==> config.mk <==
export PLATFORM = sky130hd
export DESIGN_NAME = length_sequence_packet_framer
export DESIGN_NICKNAME = d
export VERILOG_FILES = /design/src/sv/lspf_pkg.sv /design/src/sv/lspf_out_ser.sv /design/src/sv/length_sequence_packet_framer.sv
export SDC_FILE = /design/constraint.sdc
export NUM_CORES = 1
export LEC_CHECK = 0
export ABC_AREA = 1
export BUFFER_PORTS_ARGS = -buffer_cell sky130_fd_sc_hd__clkbuf_2
export CORE_UTILIZATION = 28
export DETAILED_ROUTE_END_ITERATION = 7
export GPL_ROUTABILITY_DRIVEN = 0
export SLEW_MARGIN = 20
export SYNTH_ARGS = -nofsm -noshare
export SYNTH_HDL_FRONTEND = slang
export SYNTH_SLANG_ARGS = --single-unit
==> constraint.sdc <==
create_clock -name clk -period 3.3 [get_ports clk]
set_input_delay 0.495 -clock clk [delete_from_list [all_inputs] [get_ports clk]]
set_output_delay 0.495 -clock clk [all_outputs]
set_load 0.02 [all_outputs]
==> src/sv/lspf_pkg.sv <==
// ----------------------------------------------------------------------------
// Length/sequence packet framer package
// Shared types and constants for the framer core and the result serializer.
// ----------------------------------------------------------------------------
package lspf_pkg;

	// field widths
	localparam int LenW     = 32;
	localparam int ChunkW   = 24;
	localparam int ByteW    = 8;
	localparam int SeqW     = 8;

	// one input item yields at most this many result bytes
	localparam int MaxRes   = 5;
	localparam int IdxW     = $clog2(MaxRes);
	localparam int CntW     = $clog2(MaxRes + 1);

	// stream widths
	localparam int InDataW  = 40;	// msg_length, payload_byte
	localparam int InUserW  = 2;	// req_type
	localparam int OutDataW = 16;	// out_byte, message_end, error, zero pad
	localparam int OutUserW = 1;	// is_header

	localparam logic [ChunkW-1:0] MaxChunkRst = {ChunkW{1'b1}};

	// request kinds
	typedef enum logic [InUserW-1:0] {
		ReqBegin   = 2'd0,
		ReqPayload = 2'd1,
		ReqRestart = 2'd2
	} req_type_t;

	// one result byte with its flags
	typedef struct packed {
		logic [ByteW-1:0] out_byte;
		logic             is_header;
		logic             message_end;
		logic             run_last;
		logic             error;
	} res_t;

	// batch handed from the core to the serializer
	typedef struct packed {
		logic [CntW-1:0]         count;
		res_t [MaxRes-1:0]       batch;
	} load_t;

endpackage

==> src/sv/lspf_out_ser.sv <==
// ----------------------------------------------------------------------------
// Result serializer
// Holds a transaction's result batch; sends one byte per cycle unless stalled.
// ----------------------------------------------------------------------------
module lspf_out_ser (
	input  logic                              clk,
	input  logic                              arst_n,
	input  logic                              load_valid,
	input  lspf_pkg::load_t                   load,
	output logic                              load_ready,
	output logic                              m_tvalid,
	input  logic                              m_tready,
	output logic [lspf_pkg::OutDataW-1:0]     m_tdata,	// out_byte, message_end, error
	output logic [lspf_pkg::OutUserW-1:0]     m_tuser,	// is_header
	output logic                              m_tlast
);
	import lspf_pkg::*;

	res_t [MaxRes-1:0] batch_q;
	logic [CntW-1:0]   cnt_q;
	logic [IdxW-1:0]   idx_q;
	logic              busy;
	logic              at_last;
	res_t              cur;

	assign busy    = (cnt_q != '0);
	assign at_last = (CntW'(idx_q) == cnt_q - CntW'(1));
	assign cur     = batch_q[idx_q];

	// free when empty or when the final byte leaves this cycle
	assign load_ready = !busy || (m_tready && at_last);

	assign m_tvalid = busy;
	assign m_tdata  = {{(OutDataW-ByteW-2){1'b0}}, cur.error, cur.message_end, cur.out_byte};
	assign m_tuser  = cur.is_header;
	assign m_tlast  = cur.run_last;

	// batch payload, no reset needed
	always_ff @(posedge clk) begin
		if (load_valid && load_ready) begin
			batch_q <= load.batch;
		end
	end

	// count and read index
	always_ff @(posedge clk or negedge arst_n) begin
		if (!arst_n) begin
			cnt_q <= '0;
			idx_q <= '0;
		end else if (load_valid && load_ready) begin
			cnt_q <= load.count;
			idx_q <= '0;
		end else if (busy && m_tready) begin
			if (at_last) begin
				cnt_q <= '0;
				idx_q <= '0;
			end else begin
				idx_q <= idx_q + IdxW'(1);
			end
		end
	end

endmodule

==> src/sv/length_sequence_packet_framer.sv <==
// ----------------------------------------------------------------------------
// Length/sequence packet framer
// Splits message bodies into chunks, each led by a 3-byte length and 1-byte
// sequence id header.
//
//   channel  dir  handshake            payload
//   s_*      in   s_tvalid/s_tready    tdata: msg_length, payload_byte; tuser: req_type
//   m_*      out  m_tvalid/m_tready    tdata: out_byte, message_end, error;
//                                      tuser: is_header; tlast: run_last
//   cfg_*    in   cfg_valid/cfg_ready  cfg_data: max_chunk_len
//
// A transaction is decoded and its state updated in the accepting cycle; its
// result bytes (0 to 5) go out of the serializer batch one per cycle unless
// m_tready stalls them. A payload byte alone gives one byte; a header adds four.
// The next transaction is taken in the cycle the last byte of the batch leaves.
// Reset is asynchronous; the block is ready right after reset.
// ----------------------------------------------------------------------------
module length_sequence_packet_framer (
	input  logic                              clk,
	input  logic                              arst_n,
	input  logic                              s_tvalid,
	output logic                              s_tready,
	input  logic [lspf_pkg::InDataW-1:0]      s_tdata,	// msg_length, payload_byte
	input  logic [lspf_pkg::InUserW-1:0]      s_tuser,	// req_type
	output logic                              m_tvalid,
	input  logic                              m_tready,
	output logic [lspf_pkg::OutDataW-1:0]     m_tdata,	// out_byte, message_end, error, pad
	output logic [lspf_pkg::OutUserW-1:0]     m_tuser,	// is_header
	output logic                              m_tlast,
	input  logic                              cfg_valid,
	output logic                              cfg_ready,
	input  logic [lspf_pkg::ChunkW-1:0]       cfg_data	// max_chunk_len
);
	import lspf_pkg::*;

	// state
	logic [ChunkW-1:0] max_chunk_q;
	logic [SeqW-1:0]   seq_q;
	logic              restart_q;
	logic [LenW-1:0]   rem_q;
	logic [ChunkW-1:0] chunk_left_q;
	logic              was_full_q;
	logic              in_msg_q;

	// next state
	logic [SeqW-1:0]   seq_d;
	logic              restart_d;
	logic [LenW-1:0]   rem_d;
	logic [ChunkW-1:0] chunk_left_d;
	logic              was_full_d;
	logic              in_msg_d;

	logic              accept;
	logic [LenW-1:0]   msg_length;
	logic [ByteW-1:0]  payload_byte;
	logic [ChunkW-1:0] eff_max;
	logic [LenW-1:0]   rem_dec;
	logic [ChunkW-1:0] chunk_dec;
	logic [LenW-1:0]   chunk_src;
	logic [ChunkW-1:0] new_len;
	logic              new_full;
	logic [SeqW-1:0]   next_seq;

	// batch building
	logic              want_err;
	logic              want_pay;
	logic              want_hdr;
	logic              pay_end;
	logic              hdr_end;
	logic [ChunkW-1:0] hdr_len;
	load_t             load;
	logic              load_ready;

	assign cfg_ready    = 1'b1;
	assign s_tready     = load_ready;
	assign accept       = s_tvalid && s_tready;
	assign msg_length   = s_tdata[LenW-1:0];
	assign payload_byte = s_tdata[LenW +: ByteW];

	// chunk sizing, zero register reads as one
	assign eff_max   = (max_chunk_q == '0) ? ChunkW'(1) : max_chunk_q;
	assign rem_dec   = rem_q - LenW'(1);
	assign chunk_dec = chunk_left_q - ChunkW'(1);
	assign chunk_src = (s_tuser == ReqBegin) ? msg_length : rem_dec;
	assign new_full  = (chunk_src >= {{(LenW-ChunkW){1'b0}}, eff_max});
	assign new_len   = new_full ? eff_max : chunk_src[ChunkW-1:0];
	assign next_seq  = restart_q ? '0 : seq_q + SeqW'(1);

	// request decode and state update
	always_comb begin
		seq_d        = seq_q;
		restart_d    = restart_q;
		rem_d        = rem_q;
		chunk_left_d = chunk_left_q;
		was_full_d   = was_full_q;
		in_msg_d     = in_msg_q;
		want_err     = 1'b0;
		want_pay     = 1'b0;
		want_hdr     = 1'b0;
		pay_end      = 1'b0;
		hdr_end      = 1'b0;
		hdr_len      = '0;
		unique case (s_tuser)
			ReqRestart: begin
				restart_d = 1'b1;
			end
			ReqBegin: begin
				if (in_msg_q) begin
					want_err = 1'b1;
				end else begin
					rem_d        = msg_length;
					chunk_left_d = new_len;
					want_hdr     = 1'b1;
					hdr_len      = new_len;
					if (msg_length == '0) begin
						was_full_d = 1'b0;
						hdr_end    = 1'b1;
					end else begin
						was_full_d = new_full;
						in_msg_d   = 1'b1;
					end
				end
			end
			ReqPayload: begin
				if (!in_msg_q) begin
					want_err = 1'b1;
				end else begin
					want_pay     = 1'b1;
					rem_d        = rem_dec;
					chunk_left_d = chunk_dec;
					if (rem_dec == '0) begin
						in_msg_d     = 1'b0;
						chunk_left_d = '0;
						if (was_full_q) begin
							// closing empty chunk after an exactly full one
							was_full_d = 1'b0;
							want_hdr   = 1'b1;
							hdr_end    = 1'b1;
						end else begin
							pay_end = 1'b1;
						end
					end else if (chunk_dec == '0) begin
						chunk_left_d = new_len;
						was_full_d   = new_full;
						want_hdr     = 1'b1;
						hdr_len      = new_len;
					end
				end
			end
			default: begin
				want_err = 1'b1;
			end
		endcase
		if (want_hdr) begin
			seq_d     = next_seq;
			restart_d = 1'b0;
		end
	end

	// result batch: lone error byte, or optional payload byte then optional 4-byte header
	always_comb begin
		load.batch = '0;
		load.count = '0;
		if (want_err) begin
			load.batch[0].run_last = 1'b1;
			load.batch[0].error    = 1'b1;
			load.count             = CntW'(1);
		end else begin
			if (want_pay) begin
				load.batch[0].out_byte    = payload_byte;
				load.batch[0].message_end = pay_end;
				load.batch[0].run_last    = !want_hdr;
			end
			if (want_hdr) begin
				for (int i = 0; i < 4; i++) begin
					load.batch[i + (want_pay ? 1 : 0)].is_header = 1'b1;
				end
				load.batch[want_pay ? 1 : 0].out_byte = hdr_len[7:0];
				load.batch[want_pay ? 2 : 1].out_byte = hdr_len[15:8];
				load.batch[want_pay ? 3 : 2].out_byte = hdr_len[23:16];
				load.batch[want_pay ? 4 : 3].out_byte    = next_seq;
				load.batch[want_pay ? 4 : 3].message_end = hdr_end;
				load.batch[want_pay ? 4 : 3].run_last    = 1'b1;
			end
			load.count = CntW'((want_pay ? 1 : 0) + (want_hdr ? 4 : 0));
		end
	end

	// state registers
	always_ff @(posedge clk or negedge arst_n) begin
		if (!arst_n) begin
			max_chunk_q  <= MaxChunkRst;
			seq_q        <= '0;
			restart_q    <= 1'b1;
			rem_q        <= '0;
			chunk_left_q <= '0;
			was_full_q   <= 1'b0;
			in_msg_q     <= 1'b0;
		end else begin
			if (cfg_valid && cfg_ready) begin
				max_chunk_q <= cfg_data;
			end
			if (accept) begin
				seq_q        <= seq_d;
				restart_q    <= restart_d;
				rem_q        <= rem_d;
				chunk_left_q <= chunk_left_d;
				was_full_q   <= was_full_d;
				in_msg_q     <= in_msg_d;
			end
		end
	end

	lspf_out_ser u_out_ser (
		.clk        (clk),
		.arst_n     (arst_n),
		.load_valid (accept),
		.load       (load),
		.load_ready (load_ready),
		.m_tvalid   (m_tvalid),
		.m_tready   (m_tready),
		.m_tdata    (m_tdata),
		.m_tuser    (m_tuser),
		.m_tlast    (m_tlast)
	);

endmodule

==> impl_metrics.prom <==
# TYPE chip_impl_metric gauge
chip_impl_info{name="outcome",value="finished, violations left"} 1
chip_impl_info{name="failed_checks",value="setup timing"} 1
chip_impl_info{name="yosys.cell_count.top_type",value="sky130_fd_sc_hd__nand2_1"} 1
chip_impl_info{name="grt_setup_unrepaired",value="true"} 1
chip_impl_metric{name="worst-r2r-cell-count",unit=""} 20
chip_impl_metric{name="mappedNetlistArea",unit="sq um"} 11100
chip_impl_metric{name="synthesis.yosys.warnings",unit=""} 0
chip_impl_metric{name="count_of_flip_flops_with_a_built_in_enable_after_synthesis",unit=""} 48
chip_impl_metric{name="crit_fanout",unit=""} 6
chip_impl_info{name="critPathKind",value="flop to flop"} 1
chip_impl_metric{name="clockBufferDepth",unit=""} 2
chip_impl_metric{name="setup_viols_final",unit=""} 35
chip_impl_metric{name="timing_worst_slew_pin_value",unit="ns"} 0.848
chip_impl_metric{name="vias_per_cell",unit=""} 5.05
chip_impl_metric{name="area_delta_synth_final",unit="%"} 37.5
chip_impl_metric{name="firstDrtPassIters",unit=""} 6
chip_impl_info{name="critical_path.cell_chain",value="nor2_4 -> nand2_8 -> nor2_4 -> nand3_2 -> nand2_2 -> nand2_2 -> o21ai_1 -> buf_4 -> ha_4 -> a21oi_2 -> nor2_1 -> a211oi_2 -> o221ai_2 -> a21oi_4 -> buf_4 -> nand2_2 -> nand2_1 -> nand2_2 -> nand3_1 -> nand2_1"} 1
chip_impl_metric{name="wire_per_inst",unit="um"} 16.4
chip_impl_info{name="critical_path.endpoint_type",value="flop"} 1
chip_impl_metric{name="grt_antenna_before_repair",unit=""} 0
chip_impl_metric{name="min_period",unit="ns"} 3.43
chip_impl_metric{name="post_synth_inst_count",unit=""} 1703
chip_impl_metric{name="slew_headroom",unit="%"} 43.4
chip_impl_metric{name="final.fill_count",unit=""} 4010
chip_impl_metric{name="nets",unit=""} 2080
chip_impl_metric{name="insertedDiodeCount",unit=""} 0
chip_impl_metric{name="power.leakage",unit="nW"} 7.33
chip_impl_metric{name="drcViolationCount",unit=""} 0
chip_impl_metric{name="multiInputGateArea",unit="sq um"} 7100
chip_impl_metric{name="timing.setup.tns",unit="ns"} -1.98
chip_impl_metric{name="clkSinkCount",unit=""} 144
chip_impl_metric{name="detail_route.iter0.violations",unit=""} 1111
chip_impl_metric{name="postLayoutCoreUtil",unit="%"} 39.3
chip_impl_info{name="cts_tree",value="done"} 1
chip_impl_metric{name="reg2reg_slack",unit="ns"} -0.13
chip_impl_metric{name="crit_arrival",unit="ns"} 3.62
chip_impl_metric{name="core_area",unit="sq um"} 38900
chip_impl_info{name="crit_path_frequent_cell",value="sky130_fd_sc_hd__nand2_2"} 1
chip_impl_metric{name="seq_area_frac_synth",unit="%"} 34.9
chip_impl_info{name="synth.top_cells.by_count",value="sky130_fd_sc_hd__nand2_1, sky130_fd_sc_hd__inv_1, sky130_fd_sc_hd__nor2_1"} 1
chip_impl_info{name="synth.area.top_cells",value="sky130_fd_sc_hd__nand2_1, sky130_fd_sc_hd__dfrtp_1, sky130_fd_sc_hd__edfxtp_1"} 1
chip_impl_metric{name="dp.final_hpwl",unit="um"} 30400
chip_impl_metric{name="grt_max_degree",unit=""} 114
chip_impl_info{name="crit_family",value="simple AND/OR/NAND/NOR gates"} 1
chip_impl_metric{name="achievable-frequency",unit="GHz"} 0.291
chip_impl_metric{name="total_power",unit="mW"} 11.5
chip_impl_metric{name="placement_rows",unit=""} 72
chip_impl_metric{name="num_io_pins",unit=""} 92
chip_impl_metric{name="drv.max_cap_violation_count",unit=""} 0
chip_impl_metric{name="fp.dieArea",unit="sq um"} 40500
chip_impl_metric{name="hold_ws",unit="ns"} 0.0916
chip_impl_metric{name="critPathRequiredTime",unit="ns"} 3.49
chip_impl_metric{name="io_buffers",unit=""} 84
chip_impl_metric{name="layout_setup_ws",unit="ns"} -0.134
chip_impl_metric{name="first_global_vias",unit=""} 11913
chip_impl_metric{name="final_layout_size_suffix_gt1_share",unit="%"} 31.6
chip_impl_metric{name="global_route.overflow_total",unit=""} 0
chip_impl_info{name="worstReg2RegEnd",value="u_out_ser.batch_q[11]"} 1
chip_impl_metric{name="synth-seq-cells",unit=""} 144
chip_impl_metric{name="seq_area",unit="sq um"} 3880
chip_impl_metric{name="dieWidth",unit="um"} 201
chip_impl_metric{name="worst_path_largest_cell_delay",unit="ns"} 0.42
chip_impl_metric{name="die_height",unit="um"} 201
chip_impl_info{name="cts_root_buffer",value="sky130_fd_sc_hd__clkbuf_16"} 1
chip_impl_metric{name="clk_latency",unit="ns"} 0.43
chip_impl_info{name="crit-reg2reg-launch",value="rem_q[1]"} 1
chip_impl_metric{name="period_share",unit="%"} 104
chip_impl_metric{name="route.antenna.remaining_nets",unit=""} 0
chip_impl_metric{name="initial_standard_cell_utilization_of_the_core",unit="%"} 28.5
chip_impl_metric{name="postLayoutCellArea",unit="sq um"} 15300
chip_impl_metric{name="synth_cell_types",unit=""} 45
chip_impl_metric{name="combined_buffer_and_inverter_count_along_the_critical_path",unit=""} 2
chip_impl_metric{name="vias",unit=""} 12680
chip_impl_metric{name="clkSlewWorstSetupHoldPaths",unit="ns"} 0.07
chip_impl_metric{name="fin_skew",unit="ns"} 0.0128
chip_impl_metric{name="timing.final.max_slew_violations",unit=""} 0
chip_impl_metric{name="powerDensity",unit="nW/um^2"} 751
chip_impl_info{name="worst_setup_path_start_kind",value="flop"} 1
chip_impl_info{name="hp-class",value="input port to async pin"} 1
chip_impl_metric{name="place_area",unit="sq um"} 13400
chip_impl_metric{name="final_hold_viol_count",unit=""} 0
chip_impl_metric{name="drt-total-wl",unit="um"} 41000
chip_impl_metric{name="wire_length_of_the_first_global_routing_pass",unit="um"} 63300
chip_impl_metric{name="post_synth.cell_area_avg",unit="sq um"} 6.52
chip_impl_info{name="synth_top_flop_cell",value="sky130_fd_sc_hd__dfrtp_1"} 1
chip_impl_metric{name="gr-usage-all-layers",unit="%"} 19.7
chip_impl_metric{name="cts_hold_buf",unit=""} 0
chip_impl_info{name="yosys.area.top_type",value="sky130_fd_sc_hd__nand2_1"} 1
chip_impl_metric{name="irDropWorstVdd",unit="uV"} 439
chip_impl_metric{name="cts_max_level",unit=""} 4
chip_impl_metric{name="synth_top_area_share",unit="%"} 19.5
chip_impl_metric{name="cts_made_buffers",unit=""} 17
chip_impl_metric{name="async_flop_share",unit="%"} 66.7
chip_impl_info{name="slowest_stage",value="sky130_fd_sc_hd__dfrtp_1"} 1
-- per-stage QoR --
step | instances | worst slack [ns]
after floorplan | 1708 | 0.0176
after global placement | 2437 | -0.344
after detailed placement | 2437 | -0.404
after CTS | 2480 | -0.0290
after global routing | 2509 | -0.237
final | 2509 | -0.134
-- cell families (layout without fill, tap and decap cells) --
logic type | count (synthesis) | after routing | share of synthesized area [%]
xor gates and xnor gates | 9 | 9 | 0.710
adders and majority gates | 31 | 31 | 3.49
other | 2 | 7 | 0.0676
and+or+nand+nor | 991 | 994 | 37.7
AOI/OAI and AO/OA | 247 | 247 | 12.8
DFF | 144 | 144 | 34.9
buffers and inverters | 279 | 559 | 10.3
-- per-layer routing --
layer / GRT usage, % / vias to the layer above / routed length (um)
met2: 32.3 / 525 / 19400
met3: 2.69 / 74 / 2690
met1: 26.1 / 6008 / 17500
li1: - / 6073 / -
met5: 0 / - / 0
met4: 8.20 / 0 / 1380
-- worst max-delay path by stage --
| stage | start | depth (start not counted) | end | slack (ns) |
|---|---|---|---|---|
| 2_1_floorplan | s_tuser[0] | 20 | u_out_ser.batch_q[34] | 0.02 |
| 3_3_place_gp | rem_q[11] | 20 | u_out_ser.batch_q[45] | -0.34 |
| 3_5_place_dp | rem_q[0] | 20 | u_out_ser.batch_q[45] | -0.40 |
| 4_1_cts | rem_q[7] | 20 | u_out_ser.batch_q[45] | -0.03 |
| 5_1_grt | max_chunk_q[15] | 26 | u_out_ser.batch_q[34] | -0.24 |
| 6_report | rem_q[1] | 20 | u_out_ser.batch_q[11] | -0.13 |
-- placed cells by master (no fill, tap or decap), types with 14 or more instances in the layout --
| cell | instances |
|---|---|
| sky130_fd_sc_hd__o21ai_0 | 94 |
| sky130_fd_sc_hd__o211ai_1 | 17 |
| sky130_fd_sc_hd__inv_2 | 19 |
| sky130_fd_sc_hd__edfxtp_1 | 48 |
| sky130_fd_sc_hd__dfstp_2 | 25 |
| sky130_fd_sc_hd__nand3_1 | 121 |
| sky130_fd_sc_hd__a21oi_1 | 31 |
| sky130_fd_sc_hd__dfrtp_1 | 70 |
| sky130_fd_sc_hd__nand2_4 | 19 |
| sky130_fd_sc_hd__a21boi_1 | 23 |
| sky130_fd_sc_hd__nand4_1 | 49 |
| sky130_fd_sc_hd__nand2_2 | 78 |
| sky130_fd_sc_hd__o21ai_2 | 14 |
| sky130_fd_sc_hd__nor2_1 | 151 |
| sky130_fd_sc_hd__nand2_1 | 491 |
| sky130_fd_sc_hd__nor2_4 | 20 |
| sky130_fd_sc_hd__clkbuf_2 | 83 |
| sky130_fd_sc_hd__clkbuf_16 | 17 |
| sky130_fd_sc_hd__inv_1 | 176 |
| sky130_fd_sc_hd__o21ai_1 | 23 |
| sky130_fd_sc_hd__buf_4 | 228 |
| sky130_fd_sc_hd__ha_1 | 18 |
| sky130_fd_sc_hd__buf_6 | 14 |
| sky130_fd_sc_hd__nor2_2 | 19 |
-- repair_timing --
item | in CTS | in global routing
setup endpoints to repair | 56 | 68
gates cloned | 2 | 2
buffers inserted | 10 | 29
pin swaps | 29 | 115
gates resized for setup | 90 | 196
-- cell type report --
| class | count | share of cell area, % |
|---|---|---|
| clock buffer | 18 | 2.81 |
| clock inverter | 14 | 0.794 |
| inverter | 199 | 4.92 |
| multi-input combinational | 1288 | 46.5 |
| sequential | 144 | 25.4 |
| tap | 518 | 4.24 |
| timing repair buffer | 328 | 15.4 |
-- flip-flops by register name, indices dropped and copies added, names as in the netlist, 2 cells and up --
signal and flops:
seq_q 8, chunk_left_q 24, max_chunk_q 24, rem_q 32
u_out_ser.batch_q 48, u_out_ser.idx_q 3, u_out_ser.cnt_q 2
-- power by group --
group / total, mW / internal [mW] / switching, mW
Clock: 1.90 / 0.991 / 0.904
Combinational: 6.62 / 2.78 / 3.84
Sequential: 2.95 / 2.46 / 0.497
(Power assumes the default switching activity.)
